===== src/hdl/vwvm_pkg.sv =====
// ----------------------------------------------------------------------------
// vwvm_pkg
// Shared constants and types for the vibration window variance monitor.
// ----------------------------------------------------------------------------
package vwvm_pkg;

	localparam int unsigned WINDOW_DEF = 200;
	localparam int unsigned ACC_W      = 24;
	localparam int unsigned DEV_W      = 24;
	localparam int unsigned VAR_W      = 32;
	localparam int unsigned GRAV_W     = 23;
	localparam int unsigned MINS_W     = 8;
	localparam int unsigned CFG_IDX_W  = 2;
	localparam int unsigned QDEPTH     = 2;

	localparam logic [VAR_W-1:0]  THRESH_RST = 32'd32768;
	localparam logic [GRAV_W-1:0] GRAV_RST   = 23'd642908;
	localparam logic [MINS_W-1:0] MINS_RST   = 8'd100;

	localparam logic [CFG_IDX_W-1:0] REG_THRESH = 2'd0;
	localparam logic [CFG_IDX_W-1:0] REG_GRAV   = 2'd1;
	localparam logic [CFG_IDX_W-1:0] REG_MINS   = 2'd2;

	// item handed from front to back
	typedef struct packed {
		logic             is_report;
		logic [DEV_W-1:0] dev;
	} cmd_t;

endpackage


===== src/hdl/vwvm_queue.sv =====
// ----------------------------------------------------------------------------
// vwvm_queue
// Short FIFO between front and back.
// ----------------------------------------------------------------------------
module vwvm_queue (
	input  logic           clk,
	input  logic           arst_n,
	input  logic           wr_valid,
	output logic           wr_ready,
	input  vwvm_pkg::cmd_t wr_data,
	output logic           rd_valid,
	input  logic           rd_ready,
	output vwvm_pkg::cmd_t rd_data
);
	localparam int unsigned D = vwvm_pkg::QDEPTH;

	vwvm_pkg::cmd_t          mem_q [D];
	logic [$clog2(D)-1:0]    wp_q, rp_q;
	logic [$clog2(D+1)-1:0]  cnt_q;
	logic                    wr, rd;

	assign wr_ready = (cnt_q != D[$clog2(D+1)-1:0]);
	assign rd_valid = (cnt_q != '0);
	assign rd_data  = mem_q[rp_q];
	assign wr       = wr_valid && wr_ready;
	assign rd       = rd_valid && rd_ready;

	always_ff @(posedge clk) begin
		if (wr) begin
			mem_q[wp_q] <= wr_data;
		end
	end

	always_ff @(posedge clk or negedge arst_n) begin
		if (!arst_n) begin
			wp_q  <= '0;
			rp_q  <= '0;
			cnt_q <= '0;
		end else begin
			if (wr) begin
				wp_q <= wp_q + 1'b1;
			end
			if (rd) begin
				rp_q <= rp_q + 1'b1;
			end
			cnt_q <= cnt_q + (wr ? 1'b1 : 1'b0) - (rd ? 1'b1 : 1'b0);
		end
	end
endmodule


===== config.mk =====
export PLATFORM = sky130hd
export DESIGN_NAME = vwvm_queue
export DESIGN_NICKNAME = d
export VERILOG_FILES = /design/src/hdl/vwvm_pkg.sv /design/src/hdl/vwvm_queue.sv
export SDC_FILE = /design/constraint.sdc
export NUM_CORES = 1
export LEC_CHECK = 0
export BUFFER_PORTS_ARGS = -buffer_cell sky130_fd_sc_hd__buf_2
export CORE_ASPECT_RATIO = 0.75
export CORE_MARGIN = 2
export CORE_UTILIZATION = 55
export DETAILED_ROUTE_END_ITERATION = 6
export PLACE_DENSITY = 0.83
export SYNTH_ARGS = -nofsm -noshare
export SYNTH_HDL_FRONTEND = slang
export SYNTH_SLANG_ARGS = --single-unit

===== constraint.sdc =====
create_clock -name clk -period 3.26 [get_ports clk]
set_input_delay 0.652 -clock clk [delete_from_list [all_inputs] [get_ports clk]]
set_output_delay 0.652 -clock clk [all_outputs]
set_load 0.01 [all_outputs]

=== After elaboration in Yosys (flattened, before gate mapping) ===
Memory sizes are Yosys's and may differ from the RTL's.
Cells that the tools add are included.

* Logic and storage cells: 16
* Input port bits: 29
* Register bits: 4
* Output and inout bits: 27
* Memory bits (writable): 50
* Memories: 1

* Multiplexer cells: 4
* Add/subtract/negate cells: 4
* Reduce and logical (&&, ||, !) cells: 3
* Equal/unequal tests: 1

{| class="wikitable"
|+ Memory list
! name !! depth !! bits a word !! read ports !! clocked after Yosys merged registers in !! wr ports !! line !! source
|-
| mem_q || 2 || 25 || 1 || 0 || 1 || vwvm_queue.sv:17 || <nowiki>vwvm_pkg::cmd_t mem_q [D];</nowiki>
|}

{| class="wikitable"
|+ Operators by type and width
! kind !! number
|-
| 1-bit 2-to-1 mux || 4
|-
| 1-bit adder (second input constant) || 2
|-
| 2-bit by 1-bit adder with 2-bit output || 1
|-
| 1-bit logical AND || 2
|-
| 2-bit != test (second input constant) || 1
|-
| 2-bit nonzero test || 1
|-
| 2-bit by 1-bit subtractor with 2-bit output || 1
|}

=== Logic depth before layout (Yosys ltp) ===
* Depth in word-level cells: 5
* Gate-level depth with buffers: 5

=== Worst setup path after synthesis ===
Ideal clock, no wire load.

* Path type: input to register
* Start point: in wr_valid
* End point: mem mem_q[0][0] in the netlist's numbering (enable)
* Arrival: 1.793 ns
* Path buffers: 0
* Slack: 1.060 ns
* Stages: 2
* Data required time: 2.853 ns
* Library setup time: 0.407 ns
* Cells stage by stage: nand2_1 -> nor2_1

* Cells in the longest elaborated chain, start to end: 3

{| class="wikitable"
|+ RTL lines
! item !! line !! source
|-
| start: declaration || vwvm_queue.sv:8 || <nowiki>input logic wr_valid,</nowiki>
|-
| 1-bit logical AND || vwvm_queue.sv:25 || <nowiki>assign wr = wr_valid && wr_ready;</nowiki>
|-
| 1-bit 2-to-1 mux || vwvm_queue.sv:29 || <nowiki>if (wr) begin</nowiki>
|-
| 1-bit 2-to-1 mux (implied by the code) || vwvm_queue.sv:30 || <nowiki>mem_q[wp_q] <= wr_data;</nowiki>
|-
| end: declaration || vwvm_queue.sv:17 ||
|}

Every way passes these cells.

==> results.yml <==
drt:
  top_layer: "met4"
  vias_per_cell: 4.912
  antenna_left: 0
  wl_met1_um: 1414
  drtIter0Drc: 54
  first_pass_iters: 4
  wl_met3_um: 219
  vias: 1056
  totalWireLength_um: 3230
  drc: 0
  dr_wl_met2_um: 1558
  wl_per_cell_um: 15.02
yosys:
  synthTopCellsByArea: "edfxtp_1, mux2_2, dfrtp_1"
  yosysUniqueCellTypes: 18
  synth_adder_area_share_pct: 0.6165
  syn_avg_cell_area_um2: 20.29
  synth_top_cell_by_area: "edfxtp_1"
  synthMuxAreaShare_pct: 13.87
  yosys.area_share.simple_pct: 2.404
  synth_compound_area_share_pct: 1.541
  synth_top_area_share_pct: 73.98
  synth_edf_count: 50
  synth-xor-area-share_pct: 1.295
  ys_ff_latch: 54
  yosys_warnings: 0
  synth_flop_cell: "edfxtp_1"
  postSynthCellCount: 100
  ys_top_cells_by_count: "edfxtp_1, mux2_2, dfrtp_1, nor2_1, xnor2_1"
  synth_top_family_by_area: "multiplexers"
  yosysMostFrequentCell: "edfxtp_1"
  async_flop_share_pct: 7.407
  syn-num-nets: 130
  synth_area_um2: 2029
  ys_seq_area_share_pct: 78.91
cells_and_area:
  fillCellCount: 250
  drive_gt1_share_pct: 56.44
  final_nets: 192
  syn2layout_area_growth_pct: 21.15
  num_antenna_cells: 0
  final_util_pct: 68.49
global_route:
  antenna_found_initial: 0
  grt_pass1_vias: 1094
  grt_overflow: 0
  gr-usage-all-layers_pct: 16.98
  grt_max_degree: 26
  grt_first_pass_wirelength_um: 5133
sta:
  relSlewSlack_pct: 56.04
  fmaxAchievable_ghz: 0.4173
  rsz0062_at_grt: "no"
  hold_violations: 0
  finClkSkew_ps: 4.452
  fin_tns_setup_ps: 0
  slew_viol_final: 0
  final-setup-viol-count: 0
  period_share_pct: 73.51
  fin_crit_ps: 2396
  tightest_slew_ps: 658.7
placement:
  gp_congestion: 0.8260
  dp_hpwl_um: 2321
  port_buffers: 55
worst_setup_path:
  crit_fanout: 17
  cp.required_ps: 2610
  critical_path_class: "flop to output pin"
  endpoint_kind: "output pin"
  worstPathArrival_ps: 1740
  startpoint: "rp_q$_DFFE_PN0P_"
  crit_path_start_kind: "flop"
  r2r-start: "cnt_q[0]$_DFF_PN0_"
job:
  cap_violations: 0
clock_tree:
  hold_buffers: 0
  clock_sinks: 54
  h-tree-depth: 2
  numCtsBuffers: 5
  root_buffer: "clkbuf_8"
  ctsResizeCount: 0
  clk_latency_ps: 290
  cts_tree: "yes"
  clock_path_buffers: 2
  cts_setup_buffers: 0
  clkTransAtPathRegs_ps: 80
die:
  initial_core_util_pct: 56.54
  die_w_um: 74.14
  rows: 19
  core_um2: 3590
  die_area_um2: 4197
  die_y_um: 56.61
  io_pins: 56
power_and_ir_drop:
  ir_drop_v: 0.0005530
  power.density_nw_per_um2: 830.4
  power_leakage_nw: 0.9397
min_path:
  hp-class: "input pin to async pin"
run_status:
  outcome: "complete, no violations"
## report_power, final
part           switching, mW  internal [mW]  total, mW
combinational          0.332          0.319      0.651
sequential            0.0786          0.951       1.03
clock                  0.190          0.171      0.361
## layer usage
| layer | vias to the layer above | global-route usage [%] |
|---|---|---|
| li1 | 508 | - |
| met4 | 0 | 5.455 |
| met1 | 502 | 23.68 |
| met3 | 5 | 5.206 |
| met2 | 41 | 25.77 |
| met5 | - | 0 |
## layout make-up
cell class,count,area [um2],area share (%)
Clock inverter,1,5.005,0.2036
Tap cell,52,65.06,2.646
Multi-Input combinational cell,43,402.9,16.39
Sequential cell,54,1602,65.14
Clock buffer,7,86.33,3.511
Timing Repair Buffer,58,297.8,12.11
## sequential cells by signal, indices dropped and copies added (netlist names)
signal,cells
cnt_q,2
mem_q,50
rp_q,1
wp_q,1
## kinds of logic (layout without fill, tap and decap cells)
kind of cell,Yosys count,in the layout
multiplexers,25,25
AND/OR/NAND/NOR,10,10
flip-flops,54,54
XOR/XNOR,3,3
AO/OA/AOI/OAI,4,4
buffers and inverters,3,66
adder cells (fa/ha/maj),1,1
## per-stage QoR
stage	instances	hold WS, ps	total power, mW	cell area (um2)	setup WS (ps)
after floorplan	100	356.4	1.471	2029	1060
after global placement	207	460.3	1.673	2367	1224
after detailed placement	207	461.2	1.705	2367	1129
after CTS	215	138.0	2.065	2459	847.2
after global routing	215	135.7	2.167	2459	760.8
final	215	144.6	2.042	2459	863.5
## final timing paths
check / endpoint / slack [ps] / cells past startpoint
max: rd_data[23] / 860 / 3
min: wp_q$_DFFE_PN0P_ / 140 / 1
max reg2reg: mem_q[0][22]$_DFFE_PP_ / 1390 / 4
min reg2reg: wp_q$_DFFE_PN0P_ / 520 / 1
max in group asynchronous: cnt_q[0]$_DFF_PN0_ / 3000 / 1
min in group clk: wp_q$_DFFE_PN0P_ / 520 / 1
## cell usage in the layout (no fill, tap or decap)
master / count
a21bo_1: 1
ha_1: 1
nand2_1: 2
clkbuf_1: 1
nor2_1: 2
o21ai_0: 1
nand2b_1: 1
xnor2_1: 3
clkinv_2: 1
dfrtp_1: 4
or2_2: 1
buf_2: 55
clkbuf_8: 6
a211oi_1: 1
nor2_2: 1
a32oi_1: 1
and3_1: 1
mux2_2: 25
nand3_1: 1
edfxtp_1: 50
buf_4: 3
nor2b_1: 1
## critical path: stages, from the launching register on
cell	delay, ps
dfrtp_1	590
buf_4	340
mux2_2	380
buf_2	140
(Power assumes the default switching activity.)
