**config.mk**
```make
export PLATFORM = sky130hd
export DESIGN_NAME = vwvm_front
export DESIGN_NICKNAME = d
export VERILOG_FILES = /design/src/hdl/vwvm_pkg.sv /design/src/hdl/vwvm_front.sv
export SDC_FILE = /design/constraint.sdc
export NUM_CORES = 2
export LEC_CHECK = 0
export BUFFER_PORTS_ARGS = -buffer_cell sky130_fd_sc_hd__buf_2
export CORE_MARGIN = 8
export CORE_UTILIZATION = 55
export DETAILED_ROUTE_END_ITERATION = 10
export GPL_ROUTABILITY_DRIVEN = 0
export GPL_TIMING_DRIVEN = 0
export HOLD_SLACK_MARGIN = 0.03
export PLACE_DENSITY = 0.71
export SYNTH_ARGS = -nofsm -noshare
export SYNTH_HDL_FRONTEND = slang
export SYNTH_SLANG_ARGS = --single-unit
```
**constraint.sdc**
```tcl
create_clock -name clk -period 9.7 [get_ports clk]
set_input_delay 0.485 -clock clk [delete_from_list [all_inputs] [get_ports clk]]
set_output_delay 0.485 -clock clk [all_outputs]
set_load 0.005 [all_outputs]
```
**src/hdl/vwvm_pkg.sv**
```systemverilog
// ----------------------------------------------------------------------------
// vwvm_pkg
// Shared constants and types for the vibration window variance monitor.
// ----------------------------------------------------------------------------
package vwvm_pkg;

	localparam int unsigned WINDOW_DEF = 200;
	localparam int unsigned ACC_W      = 24;
	localparam int unsigned DEV_W      = 24;
	localparam int unsigned VAR_W      = 32;
	localparam int unsigned GRAV_W     = 23;
	localparam int unsigned MINS_W     = 8;
	localparam int unsigned CFG_IDX_W  = 2;
	localparam int unsigned QDEPTH     = 2;

	localparam logic [VAR_W-1:0]  THRESH_RST = 32'd32768;
	localparam logic [GRAV_W-1:0] GRAV_RST   = 23'd642908;
	localparam logic [MINS_W-1:0] MINS_RST   = 8'd100;

	localparam logic [CFG_IDX_W-1:0] REG_THRESH = 2'd0;
	localparam logic [CFG_IDX_W-1:0] REG_GRAV   = 2'd1;
	localparam logic [CFG_IDX_W-1:0] REG_MINS   = 2'd2;

	// item handed from front to back
	typedef struct packed {
		logic             is_report;
		logic [DEV_W-1:0] dev;
	} cmd_t;

endpackage

```
**src/hdl/vwvm_front.sv**
```systemverilog
// ----------------------------------------------------------------------------
// vwvm_front
// Takes requests, forms |norm - gravity| of samples by a bit-serial root.
// ----------------------------------------------------------------------------
module vwvm_front (
	input  logic                            clk,
	input  logic                            arst_n,
	input  logic                            in_valid,
	output logic                            in_ready,
	input  logic                            req_type,
	input  logic signed [vwvm_pkg::ACC_W-1:0] acc_x,
	input  logic signed [vwvm_pkg::ACC_W-1:0] acc_y,
	input  logic signed [vwvm_pkg::ACC_W-1:0] acc_z,
	input  logic [vwvm_pkg::GRAV_W-1:0]     grav,
	output logic                            cmd_valid,
	input  logic                            cmd_ready,
	output vwvm_pkg::cmd_t                  cmd
);
	typedef enum logic [2:0] {F_IDLE, F_SQX, F_SQY, F_SQZ, F_ROOT, F_OUT} fst_t;

	fst_t        st_q;
	logic [23:0] mx_q, my_q, mz_q;
	logic [49:0] v_q;
	logic [49:0] r_q;
	logic [49:0] b_q;
	logic [4:0]  cnt_q;
	logic [47:0] sq;
	logic [23:0] sq_in;
	logic [49:0] rb;
	logic [24:0] dev_w;

	function automatic logic [23:0] mag(input logic [23:0] a);
		mag = a[23] ? (24'd0 - a) : a;
	endfunction

	always_comb begin
		case (st_q)
			F_SQX:   sq_in = mx_q;
			F_SQY:   sq_in = my_q;
			default: sq_in = mz_q;
		endcase
		sq    = sq_in * sq_in;
		rb    = r_q + b_q;
		dev_w = (r_q[24:0] >= {2'd0, grav}) ? r_q[24:0] - {2'd0, grav} :
			{2'd0, grav} - r_q[24:0];
	end

	assign in_ready = (st_q == F_IDLE);

	always_ff @(posedge clk or negedge arst_n) begin
		if (!arst_n) begin
			st_q      <= F_IDLE;
			cmd_valid <= 1'b0;
		end else begin
			case (st_q)
				F_IDLE: begin
					if (in_valid) begin
						if (req_type) begin
							cmd.is_report <= 1'b1;
							cmd.dev       <= '0;
							cmd_valid     <= 1'b1;
							st_q          <= F_OUT;
						end else begin
							mx_q <= mag(acc_x);
							my_q <= mag(acc_y);
							mz_q <= mag(acc_z);
							v_q  <= '0;
							st_q <= F_SQX;
						end
					end
				end
				F_SQX: begin
					v_q  <= v_q + {2'd0, sq};
					st_q <= F_SQY;
				end
				F_SQY: begin
					v_q  <= v_q + {2'd0, sq};
					st_q <= F_SQZ;
				end
				F_SQZ: begin
					v_q   <= v_q + {2'd0, sq};
					r_q   <= '0;
					b_q   <= 50'd1 << 48;
					cnt_q <= 5'd25;
					st_q  <= F_ROOT;
				end
				F_ROOT: begin
					if (v_q >= rb) begin
						v_q <= v_q - rb;
						r_q <= (r_q >> 1) + b_q;
					end else begin
						r_q <= r_q >> 1;
					end
					b_q   <= b_q >> 2;
					cnt_q <= cnt_q - 5'd1;
					if (cnt_q == 5'd1) begin
						st_q <= F_OUT;
					end
				end
				F_OUT: begin
					if (!cmd_valid) begin
						cmd.is_report <= 1'b0;
						cmd.dev       <= dev_w[23:0];
						cmd_valid     <= 1'b1;
					end else if (cmd_ready) begin
						cmd_valid <= 1'b0;
						st_q      <= F_IDLE;
					end
				end
				default: st_q <= F_IDLE;
			endcase
		end
	end
endmodule

```
**Word-level counts from Yosys, hierarchy flattened**

Index checks and enable logic that the tools add are counted.

- Logic and storage cells: 81
- Input port bits: 100
- Output and inout port bits: 27
- Register bits: 256

- Magnitude comparators: 2
- Multiply operators: 1
- Bitwise gates (word level): 1
- Reduce and logical (&&, ||, !) cells: 11
- Multiplexer cells: 28
- Eq/ne operators: 14
- $add $sub $neg: 10

Operators by type and width:

| kind | count |
|---|---|
| 2-to-1 mux 50 bit | 4 |
| case mux 50 bit (2 select lines) | 2 |
| case mux 50 bit (3 select lines) | 1 |
| 2-to-1 mux 25 bit | 3 |
| subtractor 1 x 24 -> 24 bit, first input constant | 3 |
| 2-to-1 mux 23 bit | 3 |
| adder 49 x 50 -> 50 bit | 1 |
| adder 50 x 48 -> 50 bit | 1 |
| adder 50 bit | 1 |
| >= comparator 50 bit | 1 |
| case mux 25 bit (2 select lines) | 1 |
| subtractor 50 bit | 1 |
| multiplier 24 x 24 -> 48 bit | 1 |
| case mux 24 bit (2 select lines) | 1 |
| >= comparator 25 x 23 -> 1 bit | 1 |
| 2-to-1 mux 24 bit | 1 |
| subtractor 23 x 24 -> 24 bit | 1 |
| subtractor 24 x 23 -> 24 bit | 1 |
| case mux 3 bit (6 select lines) | 1 |
| 2-to-1 mux 3 bit | 5 |
| != test 2 bit, second input constant | 7 |
| case mux 5 bit (2 select lines) | 1 |
| AND reduction 5 bit | 2 |
| AND reduction 4 bit | 2 |
| 15 further kinds | 21 |

**Longest topological paths before layout**

- Depth in word-level cells: 5
- Depth in mapped cells: 36
- Mapped depth without buffers: 33

**Worst setup path after synthesis**

No wires, ideal clock.

- Path type: reg-to-reg
- Start point: register st_q[1]
- End point: register v_q[49], data pin
- Required time: 9.431 ns
- Buffers on the path: 4
- Path slack: 1.652 ns
- Setup time: 0.269 ns
- Arrival: 7.779 ns
- Cell stages (with the launch flop): 35
- Clock period less this slack: 8.048 ns
- Path through: dfrtp_1 -> nor2_1 -> nor2_1 -> nand2_1 -> clkbuf_1 -> clkbuf_1 -> a21oi_1 -> inv_1 -> clkbuf_1 -> nand2_1 -> fa_1 -> inv_1 -> fa_1 -> fa_1 -> inv_1 -> fa_1 -> inv_1 -> fa_1 -> fa_1 -> inv_1 -> fa_1 -> inv_1 -> ha_1 -> clkbuf_1 -> a21o_1 -> a21oi_1 -> o21ai_0 -> nand4_1 -> o2111ai_1 -> o31ai_1 -> a311oi_1 -> o21bai_1 -> nand2_1 -> a221oi_1 -> o31ai_1

- Cells in the longest elaborated chain, start to end: 5
- Elaborated cells on any way between the ends: 10
- Classes of those cells: add/sub: 1; mul: 1; eq/ne: 4; mux: 2; reduce/logical: 2

RTL lines:

| element | RTL line | RTL |
|---|---|---|
| from (decl) | vwvm_front.sv:21 | `fst_t st_q;` |
| from (signal assigned) | vwvm_front.sv:52 | `st_q <= F_IDLE;` |
| from (signal assigned) | vwvm_front.sv:62 | `st_q <= F_OUT;` |
| from (signal assigned) | vwvm_front.sv:68 | `st_q <= F_SQX;` |
| == test 3 x 2 -> 1 bit / == test 3 x 1 -> 1 bit (equally long branches) | vwvm_front.sv:37, vwvm_front.sv:55 |  |
| case mux 24 bit (2 select lines) | vwvm_front.sv:37 | `case (st_q)` |
| multiplier 24 x 24 -> 48 bit | vwvm_front.sv:42 | `sq = sq_in * sq_in;` |
| adder 50 x 48 -> 50 bit | vwvm_front.sv:73, vwvm_front.sv:77, vwvm_front.sv:81 |  |
| case mux 50 bit (3 select lines) (*) | vwvm_front.sv:55 | `case (st_q)` |
| to (signal assigned) | vwvm_front.sv:73 | `v_q <= v_q + {2'd0, sq};` |
| to (signal assigned) | vwvm_front.sv:77 | `v_q <= v_q + {2'd0, sq};` |
| to (signal assigned) | vwvm_front.sv:81 | `v_q <= v_q + {2'd0, sq};` |
| to (decl) | vwvm_front.sv:23 | `logic [49:0] v_q;` |

Mark *: on every way between the ends. The rest lies on a longest branch, timed or not.
A chain may end at the register's enable or synchronous reset.

**Worst setup path in the final report**

- Start point: register st_q[0]
- End point: register v_q[49], data pin

Same word-level chain as after synthesis.

==> implementation parameters <==
Parameter                              Value

Floorplanning
  Io pins    127
  Die ar.    74100 um2
  Std-Cell Core Area    65400 um2
  Die width    272 um
  Initial Utilization    55.2%
  Row cnt    94
  Die boundary height    272 um

Yosys
  Cell area after synthesis    36100 um2
  Mean instance size in the synthesized netlist    8.94 um2
  Number of library cell types mapped by synthesis    87
  Post-synthesis simple-gate area fraction    12.3%
  Synthesis Warnings    0
  Share of the yosys chip area belonging to registers    19.2%
  Number of flip-flops and latches in the synthesized netlist    231
  Multiplexer share of the synthesized area    0.461%
  Net count after synthesis    4935
  Synthesized-area fraction occupied by xor and xnor cells    6.33%
  Dominant register cell in the synthesized netlist    edfxtp_1
  Post-synth ARST share    1.73%
  Number of flops mapped to enable cells by yosys    227
  Synthesized-area fraction occupied by ao, oa, aoi and oai cells    14.5%
  Combinational family with the most area after synthesis    adder cells
  Post-Synthesis Cells    4038
  Share of synthesized cell area in full adder, half adder and majority cells    37.4%

Clock network
  Worst-path clk slew    0.06 ns
  Clock tree from TritonCTS    yes
  Number of H-tree levels    1
  Number of CTS-inserted buffers    29
  Insertion delay of the later-clocked pin in the worst-skew pair    0.60 ns
  Clk buf depth    3
  Buffer type at the clock tree root    clkbuf_16
  Clk sink count    231

GRT
  Total overflow reported by the global router    0
  Largest net degree at the start of global routing    73
  Gr usage total    28.5%
  Initial antenna violation count    4
  Number of global-route vias before repair    30021
  Global-route wire length before repair    167 mm

Detailed routing
  Number of nets still failing antenna checks after routing    0
  DR vias    29571
  Initial drt markers    2625
  Detail-routed net length per standard cell    20.8 um
  Post-route DRC    0
  First drt pass iteration count    8
  Vias per cell    5.81
  Post-Route WL    106 mm

Critical path
  Most frequent cell on the critical path    fa_1
  Depth of the worst register-to-register path    32
  Reg-to-reg setup timing slack    0.29 ns
  Cell at the slowest stage of the critical path    fa_1
  Cell family contributing the most delay on the critical path    adder cells
  Sort of element at the start of the critical path    register
  Worst path max stage delay    0.61 ns
  Worst setup EP type    register
  Worst flop-to-flop path endpoint    v_q[49]$_DFFE_PP_
  Maximum fanout count along the critical path    10
  Startpoint-to-endpoint class of the critical path    register to register
  Number of buffer and inverter stages on the critical path    9
  Arrival time worst endpoint    9.71 ns
  Required time of the critical path    10.00 ns
  Startpoint of the lowest-slack register-to-register path    st_q[0]$_DFFE_PN0P_

Placement
  Port-buffer cells    126
  Placed wire-length estimate after detailed placement    88.5 mm
  Post-placement cell count    5031
  Worst slack at placement    -1.82 ns

Timing
  Max Clk Rate    0.106 GHz
  Clock skew    0.0333 ns
  Max transition margin    25.3%
  Final setup violation count    0
  Setup slack of the critical path after layout    0.295 ns
  Final worst path period share    97.0%
  Unrepaired setup endpoints after global routing    yes
  Minimum clock period after layout    9.41 ns
  Transition at the pin with the smallest max-transition slack    1.12 ns
  Pins Over Slew Limit    0
  Number of hold-slack violations in the final timing report    0

Finish
  Leading cell types in the layout, fill and taps excluded    inv_1, fa_1, nand2_1, ha_1, nor2_1
  Share of post-route cells with drive strength above 1    7.27%
  Number of nets in the final layout    5098
  Non-Filler Instances    5091
  Commonest non-fill, non-tap cell in the layout    inv_1
  Fill cells    5848
  Area Growth Syn to Fin    8.49%

Worst hold path
  Hold path endpoint    mx_q[0]$_DFFE_PP_
  Startpoint of the tightest hold check path    acc_x[0]
  Depth of the worst hold-timing path    1
  Worst min-delay path category    input pin to register

Job
  Maxcap violations    0

Status
  Run status    finished clean
[cells in the mapped netlist, types with 25 or more instances]
library cell	n	area (um2)
nor2b_1	25	156
a22oi_1	25	188
a211oi_1	38	285
fa_1	469	9390
nand4_1	41	257
clkbuf_1	127	477
a21o_1	106	796
o22ai_1	42	263
nand2b_1	30	188
nor2_1	319	1200
nor3_1	39	195
o21bai_1	26	195
and3_1	43	269
o31ai_1	32	240
nand2_1	366	1370
a21oi_1	195	976
ha_1	328	4100
xor2_1	84	736
nand3_1	42	210
a31oi_1	59	369
o21ai_0	154	771
inv_1	786	2950
edfxtp_1	227	6820
xnor2_1	177	1550
[worst max path at each step]
stage | from | end | depth (start not counted) | slack, ns
final | st_q[0]$_DFFE_PN0P_ | v_q[49]$_DFFE_PP_ | 32 | 0.29
after global routing | st_q[0]$_DFFE_PN0P_ | v_q[49]$_DFFE_PP_ | 32 | -0.10
after global placement | st_q[0]$_DFFE_PN0P_ | v_q[49]$_DFFE_PP_ | 33 | -1.74
after detailed placement | st_q[0]$_DFFE_PN0P_ | v_q[49]$_DFFE_PP_ | 33 | -1.82
after CTS | st_q[0]$_DFFE_PN0P_ | v_q[49]$_DFFE_PP_ | 34 | 0.03
after floorplan | st_q[1]$_DFFE_PN0P_ | v_q[49]$_DFFE_PP_ | 34 | 1.65
[layer usage]
metal / track usage (%) / wire length (um)
met1: 36.4 / 42400
met2: 47.7 / 50200
met3: 4.41 / 7950
met4: 12.9 / 5610
met5: 0 / 0
[area by class of cell]
type                       instances  area [um2]  area share [%]
multi-input combinational       2867       25800            65.9
sequential                       231        6920            17.7
inverter                         792        2980            7.62
tap                              864        1080            2.76
timing repair buffer             139         779            1.99
clock buffer                      33         741            1.89
buffer                           141         639            1.63
clock inverter                    20         216           0.553
antenna                            4        10.0          0.0256
[cells by family after synthesis]
family / count (synthesis)
adder cells (fa/ha/maj): 797
XOR/XNOR: 261
AND/OR/NAND/NOR: 988
buffers and inverters: 940
AO/OA/AOI/OAI: 805
flip-flops: 231
multiplexers: 16
[state kept, by name, indices dropped and copies added, names as in the netlist]
| name | cells |
|---|---|
| r_q | 50 |
| v_q | 50 |
| b_q | 25 |
| cmd | 25 |
| mx_q | 24 |
| my_q | 24 |
| mz_q | 24 |
| cnt_q | 5 |
| st_q | 3 |
| cmd_valid | 1 |
[stage by stage]
stage	instance area, um2	utilization [%]	TNS, ns	hold slack, ns
2_1_floorplan	36100	-	0	0.189
3_3_place_gp	37800	57.8	-28.43	0.320
3_5_place_dp	37900	57.9	-30.18	0.330
4_1_cts	39000	59.7	0	0.101
5_1_grt	39200	59.9	-0.102	0.113
6_report	39200	59.9	0	0.110
[what timing repair did]
action                                  in CTS  in global routing
hold endpoints to repair                     4                  0
hold buffers                                 1                  0
resized for setup                           63                 52
endpoints found under the setup margin      33                 12
setup buffers                                2                  7
pin swaps                                    1                  1
Power is not shown: default switching activity piles up to over one toggle a cycle in this logic, so the estimate is an artifact.
